[config.mk]
export PLATFORM = sky130hd
export DESIGN_NAME = utf16_to_utf8_transcoder
export DESIGN_NICKNAME = d
export VERILOG_FILES = /design/src/sv/utt_pkg.sv /design/src/sv/utt_front.sv /design/src/sv/utt_queue.sv /design/src/sv/utt_back.sv /design/src/sv/utf16_to_utf8_transcoder.sv
export SDC_FILE = /design/constraint.sdc
export NUM_CORES = 1
export LEC_CHECK = 0
export BUFFER_PORTS_ARGS = -buffer_cell sky130_fd_sc_hd__buf_2
export CAP_MARGIN = 30
export CORE_UTILIZATION = 40
export DETAILED_ROUTE_END_ITERATION = 6
export REMOVE_ABC_BUFFERS = 1
export SETUP_SLACK_MARGIN = 0.1
export SYNTH_ARGS = -nofsm -noshare
export SYNTH_HDL_FRONTEND = slang
export SYNTH_SLANG_ARGS = --single-unit
[constraint.sdc]
create_clock -name i_clk -period 3.9 [get_ports i_clk]
set_clock_uncertainty 0.15 [all_clocks]
set_input_delay 0.39 -clock i_clk [delete_from_list [all_inputs] [get_ports i_clk]]
set_output_delay 0.39 -clock i_clk [all_outputs]
set_load 0.1 [all_outputs]
[src/sv/utt_pkg.sv]
// Package for the UTF-16/UTF-32 to UTF-8 transcoder.
// Holds payload and job types, code point constants and the UTF-8 byte helpers.
// No dependencies.
package utt_pkg;

    // Defaults for the top-level parameters
    localparam int UNIT_BITS_DEF   = 32;
    localparam int QUEUE_DEPTH_DEF = 2;

    // Code point constants
    localparam logic [31:0] HI_FIRST    = 32'h0000_D800;
    localparam logic [31:0] HI_LAST     = 32'h0000_DBFF;
    localparam logic [31:0] LO_FIRST    = 32'h0000_DC00;
    localparam logic [31:0] LO_LAST     = 32'h0000_DFFF;
    localparam logic [31:0] MAX_CP      = 32'h0010_FFFF;
    localparam logic [20:0] REPLACEMENT = 21'h0_FFFD;
    localparam logic [20:0] PAIR_BASE   = 21'h1_0000;

    // Encoded length minus one
    localparam logic [1:0] LEN_1 = 2'd0;
    localparam logic [1:0] LEN_2 = 2'd1;
    localparam logic [1:0] LEN_3 = 2'd2;
    localparam logic [1:0] LEN_4 = 2'd3;

    // Lead and continuation markers
    localparam logic [7:0] LEAD_2 = 8'hC0;
    localparam logic [7:0] LEAD_3 = 8'hE0;
    localparam logic [7:0] LEAD_4 = 8'hF0;
    localparam logic [7:0] CONT   = 8'h80;

    typedef struct packed {
        logic [31:0] code_unit;
        logic        end_of_text;
    } t_in_item;

    typedef struct packed {
        logic [7:0] utf8_byte;
        logic       last_of_run;
        logic       text_done;
    } t_out_item;

    // One queued job: optional replacement prefix, then an optional code point
    typedef struct packed {
        logic        has_repl;
        logic        has_cp;
        logic [20:0] cp;
        logic [1:0]  len_m1;
        logic        eot;
    } t_job;

    // Number of UTF-8 bytes for a code point, minus one
    function automatic logic [1:0] utt_len_m1(input logic [20:0] cp);
        logic [1:0] len;
        if (cp < 21'h80) begin
            len = LEN_1;
        end else if (cp < 21'h800) begin
            len = LEN_2;
        end else if (cp < 21'h1_0000) begin
            len = LEN_3;
        end else begin
            len = LEN_4;
        end
        return len;
    endfunction

    // Byte number idx of the UTF-8 encoding of cp
    function automatic logic [7:0] utt_byte(input logic [20:0] cp, input logic [1:0] len_m1,
                                            input logic [1:0] idx);
        logic [7:0] b;
        b = 8'h00;
        case (len_m1)
            LEN_1: begin
                b = {1'b0, cp[6:0]};
            end
            LEN_2: begin
                case (idx)
                    2'd0:    b = LEAD_2 | {3'b000, cp[10:6]};
                    default: b = CONT | {2'b00, cp[5:0]};
                endcase
            end
            LEN_3: begin
                case (idx)
                    2'd0:    b = LEAD_3 | {4'h0, cp[15:12]};
                    2'd1:    b = CONT | {2'b00, cp[11:6]};
                    default: b = CONT | {2'b00, cp[5:0]};
                endcase
            end
            default: begin
                case (idx)
                    2'd0:    b = LEAD_4 | {5'h00, cp[20:18]};
                    2'd1:    b = CONT | {2'b00, cp[17:12]};
                    2'd2:    b = CONT | {2'b00, cp[11:6]};
                    default: b = CONT | {2'b00, cp[5:0]};
                endcase
            end
        endcase
        return b;
    endfunction

endpackage

[src/sv/utt_front.sv]
// Front end of the transcoder: accepts code units, pairs surrogates and
// classifies each unit into a job for the queue. Depends on utt_pkg.
module utt_front #(
    parameter int UNIT_BITS = utt_pkg::UNIT_BITS_DEF
) (
    input  logic              i_clk,
    input  logic              i_rst_n,
    input  logic              i_valid,
    output logic              o_ready,
    input  utt_pkg::t_in_item i_item,
    input  logic              i_full,
    output logic              o_push,
    output utt_pkg::t_job     o_job,
    output logic              o_held
);
    import utt_pkg::*;

    localparam logic [32:0] MASK_WIDE = (33'd1 << UNIT_BITS) - 33'd1;
    localparam logic [31:0] UNIT_MASK = MASK_WIDE[31:0];

    logic        r_held;
    logic        n_held;
    logic [9:0]  r_pay;
    logic [9:0]  n_pay;
    logic [31:0] w_unit;
    logic        w_eot;
    logic        w_accept;
    logic        w_is_hi;
    logic        w_is_lo;
    logic        w_bad;
    logic        w_paired;
    t_job        w_job;

    assign o_ready  = !i_full;
    assign w_accept = i_valid && o_ready;
    assign w_unit   = i_item.code_unit & UNIT_MASK;
    assign w_eot    = i_item.end_of_text;

    // Range checks on the masked unit
    assign w_is_hi = (w_unit >= HI_FIRST) && (w_unit <= HI_LAST);
    assign w_is_lo = (w_unit >= LO_FIRST) && (w_unit <= LO_LAST);
    assign w_bad   = ((w_unit >= HI_FIRST) && (w_unit <= LO_LAST)) || (w_unit > MAX_CP);

    // Classification and next surrogate state
    always_comb begin
        w_job    = '0;
        w_paired = 1'b0;
        n_held   = r_held;
        n_pay    = r_pay;
        w_job.eot = w_eot;
        if (r_held) begin
            n_held = 1'b0;
            n_pay  = 10'd0;
            if (w_is_lo) begin
                w_paired     = 1'b1;
                w_job.has_cp = 1'b1;
                w_job.cp     = PAIR_BASE + {1'b0, r_pay, w_unit[9:0]};
            end else begin
                w_job.has_repl = 1'b1;
            end
        end
        if (!w_paired) begin
            if (w_is_hi && !w_eot) begin
                n_held = 1'b1;
                n_pay  = w_unit[9:0];
            end else if (w_bad) begin
                w_job.has_cp = 1'b1;
                w_job.cp     = REPLACEMENT;
            end else begin
                w_job.has_cp = 1'b1;
                w_job.cp     = w_unit[20:0];
            end
        end
        w_job.len_m1 = utt_len_m1(w_job.cp);
    end

    assign o_push = w_accept && (w_job.has_repl || w_job.has_cp);
    assign o_job  = w_job;
    assign o_held = r_held;

    // Held high surrogate
    always_ff @(posedge i_clk) begin
        if (!i_rst_n) begin
            r_held <= 1'b0;
            r_pay  <= 10'd0;
        end else if (w_accept) begin
            r_held <= n_held;
            r_pay  <= n_pay;
        end
    end

endmodule

[src/sv/utt_queue.sv]
// Short job queue between front and back end of the transcoder.
// Depends on utt_pkg for the job type.
module utt_queue #(
    parameter int QUEUE_DEPTH = utt_pkg::QUEUE_DEPTH_DEF
) (
    input  logic          i_clk,
    input  logic          i_rst_n,
    input  logic          i_push,
    input  utt_pkg::t_job i_job,
    input  logic          i_pop,
    output utt_pkg::t_job o_head,
    output logic          o_empty,
    output logic          o_full
);
    import utt_pkg::*;

    localparam int PW = (QUEUE_DEPTH > 1) ? $clog2(QUEUE_DEPTH) : 1;
    localparam int CW = $clog2(QUEUE_DEPTH + 1);
    localparam logic [PW-1:0] LAST_PTR = PW'(QUEUE_DEPTH - 1);
    localparam logic [CW-1:0] FULL_CNT = CW'(QUEUE_DEPTH);

    t_job          r_mem [QUEUE_DEPTH];
    logic [PW-1:0] r_wr;
    logic [PW-1:0] r_rd;
    logic [CW-1:0] r_cnt;
    logic          w_do_push;
    logic          w_do_pop;

    assign o_empty   = (r_cnt == '0);
    assign o_full    = (r_cnt == FULL_CNT);
    assign o_head    = r_mem[r_rd];
    assign w_do_push = i_push && !o_full;
    assign w_do_pop  = i_pop && !o_empty;

    // Storage, no reset needed
    always_ff @(posedge i_clk) begin
        if (w_do_push) begin
            r_mem[r_wr] <= i_job;
        end
    end

    // Pointers and fill count
    always_ff @(posedge i_clk) begin
        if (!i_rst_n) begin
            r_wr  <= '0;
            r_rd  <= '0;
            r_cnt <= '0;
        end else begin
            if (w_do_push) begin
                r_wr <= (r_wr == LAST_PTR) ? '0 : r_wr + 1'b1;
            end
            if (w_do_pop) begin
                r_rd <= (r_rd == LAST_PTR) ? '0 : r_rd + 1'b1;
            end
            case ({w_do_push, w_do_pop})
                2'b10:   r_cnt <= r_cnt + 1'b1;
                2'b01:   r_cnt <= r_cnt - 1'b1;
                default: r_cnt <= r_cnt;
            endcase
        end
    end

endmodule

[src/sv/utt_back.sv]
// Back end of the transcoder: takes jobs from the queue and sends one UTF-8 byte
// per cycle, while i_ready allows, through an output register. Depends on utt_pkg.
module utt_back (
    input  logic               i_clk,
    input  logic               i_rst_n,
    input  utt_pkg::t_job      i_head,
    input  logic               i_empty,
    output logic               o_pop,
    output logic               o_valid,
    input  logic               i_ready,
    output utt_pkg::t_out_item o_item
);
    import utt_pkg::*;

    t_job       r_cur;
    logic       r_cur_valid;
    logic       r_in_repl;
    logic [1:0] r_idx;
    logic       r_out_valid;
    t_out_item  r_out;
    logic       w_advance;
    logic       w_emit;
    logic       w_final;
    logic       w_load;
    logic [7:0] w_byte;

    // Output register frees up when empty or being taken
    assign w_advance = !r_out_valid || i_ready;
    assign w_emit    = w_advance && r_cur_valid;

    // Final-byte flag and byte value of the current job
    always_comb begin
        if (r_in_repl) begin
            w_final = (r_idx == 2'd2) && !r_cur.has_cp;
            w_byte  = utt_byte(REPLACEMENT, LEN_3, r_idx);
        end else begin
            w_final = (r_idx == r_cur.len_m1);
            w_byte  = utt_byte(r_cur.cp, r_cur.len_m1, r_idx);
        end
    end

    assign w_load = (!r_cur_valid || (w_emit && w_final)) && !i_empty;
    assign o_pop  = w_load;

    // Job sequencer
    always_ff @(posedge i_clk) begin
        if (!i_rst_n) begin
            r_cur_valid <= 1'b0;
            r_in_repl   <= 1'b0;
            r_idx       <= 2'd0;
        end else if (w_load) begin
            r_cur_valid <= 1'b1;
            r_in_repl   <= i_head.has_repl;
            r_idx       <= 2'd0;
        end else if (w_emit) begin
            if (w_final) begin
                r_cur_valid <= 1'b0;
            end else if (r_in_repl && (r_idx == 2'd2)) begin
                r_in_repl <= 1'b0;
                r_idx     <= 2'd0;
            end else begin
                r_idx <= r_idx + 2'd1;
            end
        end
    end

    always_ff @(posedge i_clk) begin
        if (w_load) begin
            r_cur <= i_head;
        end
    end

    // Output register
    always_ff @(posedge i_clk) begin
        if (!i_rst_n) begin
            r_out_valid <= 1'b0;
        end else if (w_advance) begin
            r_out_valid <= r_cur_valid;
        end
    end

    always_ff @(posedge i_clk) begin
        if (w_emit) begin
            r_out.utf8_byte   <= w_byte;
            r_out.last_of_run <= w_final;
            r_out.text_done   <= w_final && r_cur.eot;
        end
    end

    assign o_valid = r_out_valid;
    assign o_item  = r_out;

endmodule

[src/sv/utf16_to_utf8_transcoder.sv]
// UTF-16/UTF-32 to UTF-8 transcoder, top level. Uses utt_pkg, utt_front,
// utt_queue and utt_back.
// Path: an item's first byte passes the queue, job register and output register.
// Throughput: the back end's byte serialiser sends one output byte per cycle
// while i_ready is high; an item gives 1 to 7 bytes (0 for a held high surrogate).
// Reset: synchronous, active low; clears the held surrogate, queue and output.
module utf16_to_utf8_transcoder #(
    parameter int UNIT_BITS   = utt_pkg::UNIT_BITS_DEF,
    parameter int QUEUE_DEPTH = utt_pkg::QUEUE_DEPTH_DEF
) (
    input  logic               i_clk,
    input  logic               i_rst_n,
    input  logic               i_valid,
    output logic               o_ready,
    input  utt_pkg::t_in_item  i_item,
    output logic               o_valid,
    input  logic               i_ready,
    output utt_pkg::t_out_item o_item
);
    import utt_pkg::*;

    logic w_push;
    t_job w_job;
    logic w_full;
    logic w_empty;
    logic w_pop;
    t_job w_head;
    logic w_held;

    utt_front #(
        .UNIT_BITS (UNIT_BITS)
    ) u_front (
        .i_clk   (i_clk),
        .i_rst_n (i_rst_n),
        .i_valid (i_valid),
        .o_ready (o_ready),
        .i_item  (i_item),
        .i_full  (w_full),
        .o_push  (w_push),
        .o_job   (w_job),
        .o_held  (w_held)
    );

    utt_queue #(
        .QUEUE_DEPTH (QUEUE_DEPTH)
    ) u_queue (
        .i_clk   (i_clk),
        .i_rst_n (i_rst_n),
        .i_push  (w_push),
        .i_job   (w_job),
        .i_pop   (w_pop),
        .o_head  (w_head),
        .o_empty (w_empty),
        .o_full  (w_full)
    );

    utt_back u_back (
        .i_clk   (i_clk),
        .i_rst_n (i_rst_n),
        .i_head  (w_head),
        .i_empty (w_empty),
        .o_pop   (w_pop),
        .o_valid (o_valid),
        .i_ready (i_ready),
        .o_item  (o_item)
    );

    // A push never hits a full queue
    a_no_overflow: assert property (@(posedge i_clk) disable iff (!i_rst_n)
        w_push |-> !w_full)
        else $error("job pushed into full queue");

    // End of text leaves no surrogate held
    a_eot_clears: assert property (@(posedge i_clk) disable iff (!i_rst_n)
        (i_valid && o_ready && i_item.end_of_text) |=> !w_held)
        else $error("surrogate still held after end of text");

    // Text end only on the final byte of a run
    a_done_last: assert property (@(posedge i_clk) disable iff (!i_rst_n)
        (o_valid && o_item.text_done) |-> o_item.last_of_run)
        else $error("text_done without last_of_run");

endmodule
Word level (Yosys, flattened, before mapping):

Memories as Yosys holds them, arrays and structs flattened. A register that Yosys moved wholly into a read port is not among the register bits.
Cells that the tools add are included.

* register bits: 55
* RAM bits: 52
* output and inout port bits: 12
* word-level logic and storage cells: 115
* memories: 1

* add/sub/neg operators: 6
* magnitude comparators: 8
* equal/unequal tests: 9
* multiplexer cells: 38
* bitwise gates (word level): 2
* reduce and logical (&&, ||, !) cells: 35

Memories
* u_queue.r_mem: words 2, width 26, read ports 1, clocked after Yosys merged registers in 1, wr ports 1, line utt_queue.sv:22 `t_job r_mem [QUEUE_DEPTH];`

Operators with widths (number)
* 22-bit 2-to-1 mux: 3
* 32-bit by 16-bit >= comparator with 1-bit output (second input constant): 2
* 32-bit by 16-bit less-or-equal comparator with 1-bit output (second input constant): 2
* 32-bit by 21-bit > comparator with 1-bit output (second input constant): 1
* 10-bit 2-to-1 mux: 3
* 7-bit one-hot mux with 2 select lines: 2
* 8-bit one-hot mux with 3 select lines: 1
* 23-bit 2-to-1 mux: 1
* 17-bit by 20-bit adder with 21-bit output (first input constant): 1
* 21-bit by 12-bit less-than comparator with 1-bit output (second input constant): 1
* 21-bit by 17-bit less-than comparator with 1-bit output (second input constant): 1
* 21-bit by 8-bit less-than comparator with 1-bit output (second input constant): 1
* 21-bit 2-to-1 mux: 1
* 7-bit one-hot mux with 3 select lines: 1
* 1-bit 2-to-1 mux: 20
* 1-bit logical AND: 14
* 2-bit equality test (second input constant): 4
* 8-bit 2-to-1 mux: 1
* 2-bit nonzero test: 4
* 7-bit 2-to-1 mux: 1
* 2-bit by 1-bit equality test with 1-bit output (second input constant): 3
* 1-bit logical NOT: 6
* 2-bit logical NOT: 3
* 2-bit 2-to-1 mux: 3
* 11 further kinds: 18

Longest topological paths before layout:

* depth in word-level cells: 11
* mapped depth: 10
* depth with buffers taken out: 9

By module:

A second synthesis with hierarchy kept.

* cells, all modules: 374
* area total of the unflattened synthesis: 4924.7 um^2

By module, submodules not included
* utt_queue: times used 1, cells each 107, area each 2105.8 um^2
* utt_back: times used 1, cells each 139, area each 1820.5 um^2
* utt_front: times used 1, cells each 128, area each 998.5 um^2

Least setup slack after synthesis:

OpenSTA, ideal clock, no wires.

* path type: register to register
* start: register u_queue.r_cnt[0]
* end: memory u_queue.r_mem[0][0] in the netlist's numbering (enable)
* library setup time: 0.410 ns
* arrival: 2.762 ns
* data required time: 3.340 ns
* slack: 0.578 ns
* stages on the path, launching flop included: 5
* buffers on the path: 0
* period minus slack after synthesis: 3.322 ns
* cell sequence: dfxtp_1 nand2b_1 and2_1 o21ai_2 nor2_1

* longest elaborated chain between the ends: 7

RTL lines
* start: declaration: line utt_queue.sv:25 `logic [CW-1:0] r_cnt;`
* start signal: assignment: line utt_queue.sv:56 `2'b10: r_cnt <= r_cnt + 1'b1;`
* start signal: assignment: line utt_queue.sv:57 `2'b01: r_cnt <= r_cnt - 1'b1;`
* start signal: assignment: line utt_queue.sv:58 `default: r_cnt <= r_cnt;`
* 2-bit equality test *: line utt_queue.sv:30 `assign o_full = (r_cnt == FULL_CNT);`
* 1-bit logical NOT *: line utt_front.sv:34 `assign o_ready = !i_full;`
* named net o_ready: line utf16_to_utf8_transcoder.sv:14 `output logic o_ready,`
* 1-bit logical AND: line utt_front.sv:35 `assign w_accept = i_valid && o_ready;`
* 1-bit logical AND: line utt_front.sv:77 `assign o_push = w_accept && (w_job.has_repl || w_job.has_cp);`
* 1-bit logical AND *: line utt_queue.sv:32 `assign w_do_push = i_push && !o_full;`
* 1-bit 2-to-1 mux *: line utt_queue.sv:37 `if (w_do_push) begin`
* 1-bit 2-to-1 mux (not written as such) *: line utt_queue.sv:38 `r_mem[r_wr] <= i_job;`
* end: declaration: line utt_queue.sv:22

The timed path passes the listed nets; every way through them passes the cells marked *.

Worst setup path in the final report:

* start: register u_back.r_idx[1]
* end: register u_queue.r_cnt[1]

* longest elaborated chain between the ends: 9

RTL lines
* start: declaration: line utt_back.sv:18 `logic [1:0] r_idx;`
* start signal: assignment: line utt_back.sv:62 `r_idx <= r_idx + 2'd1;`
* 2-bit equality test: line utt_back.sv:34 `w_final = (r_idx == 2'd2) && !r_cur.has_cp;`
* 1-bit logical AND: line utt_back.sv:34
* 1-bit 2-to-1 mux *: line utt_back.sv:33 `if (r_in_repl) begin`
* 1-bit logical AND *: line utt_back.sv:42 `assign w_load = (!r_cur_valid || (w_emit && w_final)) && !i_empty;`
* 1-bit logical OR *: line utt_back.sv:42
* 1-bit logical AND *: line utt_back.sv:42
* named net u_back.o_pop: line utt_back.sv:8 `output logic o_pop,`
* 1-bit logical AND *: line utt_queue.sv:33 `assign w_do_pop = i_pop && !o_empty;`
* 2-bit by 1-bit equality test with 1-bit output / 2-bit equality test (equally long branches): line utt_queue.sv:55 `case ({w_do_push, w_do_pop})`
* 2-bit one-hot mux with 2 select lines / 2-bit nonzero test (equally long branches)

Marked as above.
A chain may end at the register's enable or synchronous reset.

==> metrics.md <==
| Metric | Value |
|---|---|
| Share of layout cells above drive strength 1 | 26.45% |
| Dpl cell area | 0.005255 sq mm |
| Post-Syn Area | 0.004860 sq mm |
| Root Driver | clkbuf_16 |
| Achievable Freq | 331.5 MHz |
| Maximum VDD drop | 259.4 uV |
| Post-Route Utilization | 47.55% |
| Worst endpoint data arrival time | 3120 ps |
| First-pass GRT wire length | 15.37 mm |
| Vias in the first global route | 3,004 |
| Max Fanout on Critical Path | 22 |
| Largest net degree at the start of global routing | 28 |
| Clock buffer depth | 2 |
| P&R area growth vs syn | 13.65% |
| Syn Inst Count | 379 |
| 1st-iter DRT viols | 187 |
| Routed length per instance | 16.65 um |
| Die area | 0.01259 sq mm |
| Place WS | 919.2 ps |
| PwrDens | 579.3 mW/mm^2 |
| Endpoints failing setup | 0 |
| Worst-path clk slew | 70 ps |
| Initial antenna violation count | 0 |
| Clk_lat worst skew | 340 ps |
| Netlist cell types | 58 |
| Hold slack | 133.3 ps |
| Final hold vios | 0 |
| Hold Buf Count CTS | 0 |
| Chip Width | 112.2 um |
| TNS Setup | 0 ps |
| Final WL | 9.556 mm |
| Synth warn | 0 |
| H-tree Lvls | 3 |
| Die height | 112.2 um |
| Core area | 0.01161 sq mm |
| RSZ-0062 raised after global routing | no |
| Global-route usage over all layers | 15.93% |
| Ys flop type | edfxtp_1 |
| Final Net Count | 465 |
| Crit-path max cell delay | 780 ps |
| CP required | 4010 ps |
| Hold Crit Class | input pin to flip-flop |
| Slew HR | 46.44% |
| Async SR Flop Fraction | 0% |
| Crit path buffers/inverters | 1 |
| Min Clock Period, post-route | 3016 ps |
| Crit share post-route | 77.34% |
| # Post-CTS Setup Buffers | 0 |
| Seq cells post-synth | 108 |
| Post-CTS sizing | 0 |
| Post-synth EDFFs | 87 |
| DR vias | 3,076 |
| Gpl congestion | 0.8629 |
| Initial Util | 41.84% |
| Synthesized area per cell | 12.82 sq um |
| Std cell rows | 39 |
| Crit path kind | flip-flop to flip-flop |
| Startpoint Class | flip-flop |
| CP Cell Sequence | xor2_1, o32a_1, o21ai_0, o21ai_0, inv_1, ha_1, or3_1, a21boi_0 |
| Cell family with most CP delay | compound AO/OA/AOI/OAI gates |
| Sequential area share after synthesis | 62.41% |
| DR vias/cell | 5.359 |
| Worst Max-Slew Pin Slew | 800.5 ps |
| Max Slew Vio Count | 0 |
| Hpwl dp | 6.943 mm |
| Drt first pass iters | 6 |
| Critical path capture point type | flip-flop |
| Residual DRC | 4 |
| Crit-path slowest cell | dfxtp_1 |
| I/O pins | 49 |
| Final ANT Viol Nets | 0 |
| Failing checks | design-rule violations |
| Setup ws final | 883.7 ps |
| Leak pwr | 0.001719 uW |
| Diode count | 0 |
| CTS tree | yes |
| TritonCTS Buffers | 9 |
| Clock sink total | 108 |
| Outcome | finished, violations left |
| Port Buf Inserts | 48 |
| Design area | 0.005523 sq mm |
| Crit path top cell by count | o21ai_0 |
| Grt ovf | 0 |
| Max cap viols | 0 |
[cells in the final DEF (no fill, tap or decap), drive strengths merged, types with 2 or more instances in the layout]
cell type  count
mux4           2
a22oi         11
and2           9
o2bb2ai        2
or4            2
xnor2          4
o221a          3
and3           3
or2            3
xor2           3
a211o          2
a21oi         16
o2111ai        3
o22ai          5
clkbuf        10
o21a           3
nand4          2
edfxtp        87
nand3          6
buf           55
clkinv         4
nand2         21
ha             2
inv           11
o21bai         3
a31oi          3
or3            4
mux2i          4
o21ai         18
dfxtp         21
a21boi         3
nor2          35
nand2b         7
o211a          2
a21o           2
mux2          28
nor2b         14
nor4           3
nor3           3
[layout make-up]
| cell class | count | area [sq um] |
|---|---|---|
| Fill cell | 1062 | 6091 |
| Inverter | 10 | 37.54 |
| Multi-Input combinational cell | 242 | 1705 |
| Clock buffer | 10 | 229.0 |
| Timing Repair Buffer | 55 | 300.3 |
| Clock inverter | 6 | 38.79 |
| Sequential cell | 108 | 3033 |
| Tap cell | 143 | 178.9 |
[cells by family after synthesis]
kind of cell / count (synthesis) / synth area share (%)
compound gates: 82 / 11.90
xor+xnor: 7 / 1.262
fa+ha+maj: 2 / 0.5149
buf+inv: 29 / 2.600
flops: 108 / 62.41
mux: 34 / 8.239
simple gates: 117 / 13.08
[Yosys cell counts, types with 3 or more instances]
library cell / count / area share, %
a21oi_1: 16 / 1.6
o22ai_1: 5 / 0.64
o21a_1: 3 / 0.46
a21boi_0: 3 / 0.46
buf_2: 5 / 0.51
nand2b_1: 7 / 0.90
clkbuf_1: 10 / 0.77
dfxtp_1: 21 / 8.7
o21ai_0: 16 / 1.6
mux2_2: 28 / 6.5
edfxtp_1: 87 / 54
nor2_1: 35 / 2.7
xor2_1: 3 / 0.54
a31oi_1: 3 / 0.39
o221a_2: 3 / 0.70
and2_1: 9 / 1.2
mux2i_1: 4 / 0.82
nand3_1: 5 / 0.51
nor2b_1: 14 / 1.8
a22oi_1: 11 / 1.7
and3_1: 3 / 0.39
buf_4: 3 / 0.46
xnor2_1: 4 / 0.72
inv_1: 10 / 0.77
or3_1: 4 / 0.51
nand2_1: 21 / 1.6
nor3_1: 3 / 0.31
[flip-flops by register name (all words and copies together), names as in the netlist, named ones only]
name	count
u_queue.r_cnt	2
u_queue.r_mem	52
u_queue.r_rd	1
u_back.r_cur	25
u_back.r_cur_valid	1
u_front.o_held	1
u_back.r_idx	2
u_front.r_pay	10
u_queue.r_wr	1
u_back.o_item	10
u_back.o_valid	1
u_back.r_in_repl	1
[power breakdown]
part           leakage (uW)  switching, uW  total (uW)  internal [uW]
clock network      0.000130            397         829            432
logic              0.000769            556         821            266
registers          0.000820            119        1550           1430
[routing by layer]
metal  track usage [%]  vias up  share of wire [%]
li1                  -     1512                  -
met1             20.47     1462                 46
met2             26.50       88                 47
met3             3.456       14                4.6
met4             6.044        0                1.9
met5                 0        -                  0
[through the flow]
| step | power [uW] | instances |
|---|---|---|
| after floorplan | 2172 | 360 |
| after global placement | 2375 | 557 |
| after detailed placement | 2400 | 558 |
| after CTS | 3230 | 574 |
| after global routing | 3346 | 574 |
| final | 3200 | 574 |
[worst paths after layout]
path | startpoint | endpoint | slack, ps | cells after the start
setup / recovery | u_back.r_idx[1] | u_queue.r_cnt[1] | 880 | 8
hold / removal | i_item[0] | u_queue.r_mem[0][0] | 130 | 1
setup reg to reg | u_back.r_idx[1] | u_queue.r_cnt[1] | 880 | 8
hold reg to reg | u_back.r_cur_valid | u_back.o_valid | 350 | 1
No activity file was read; power rests on OpenSTA's default activity.
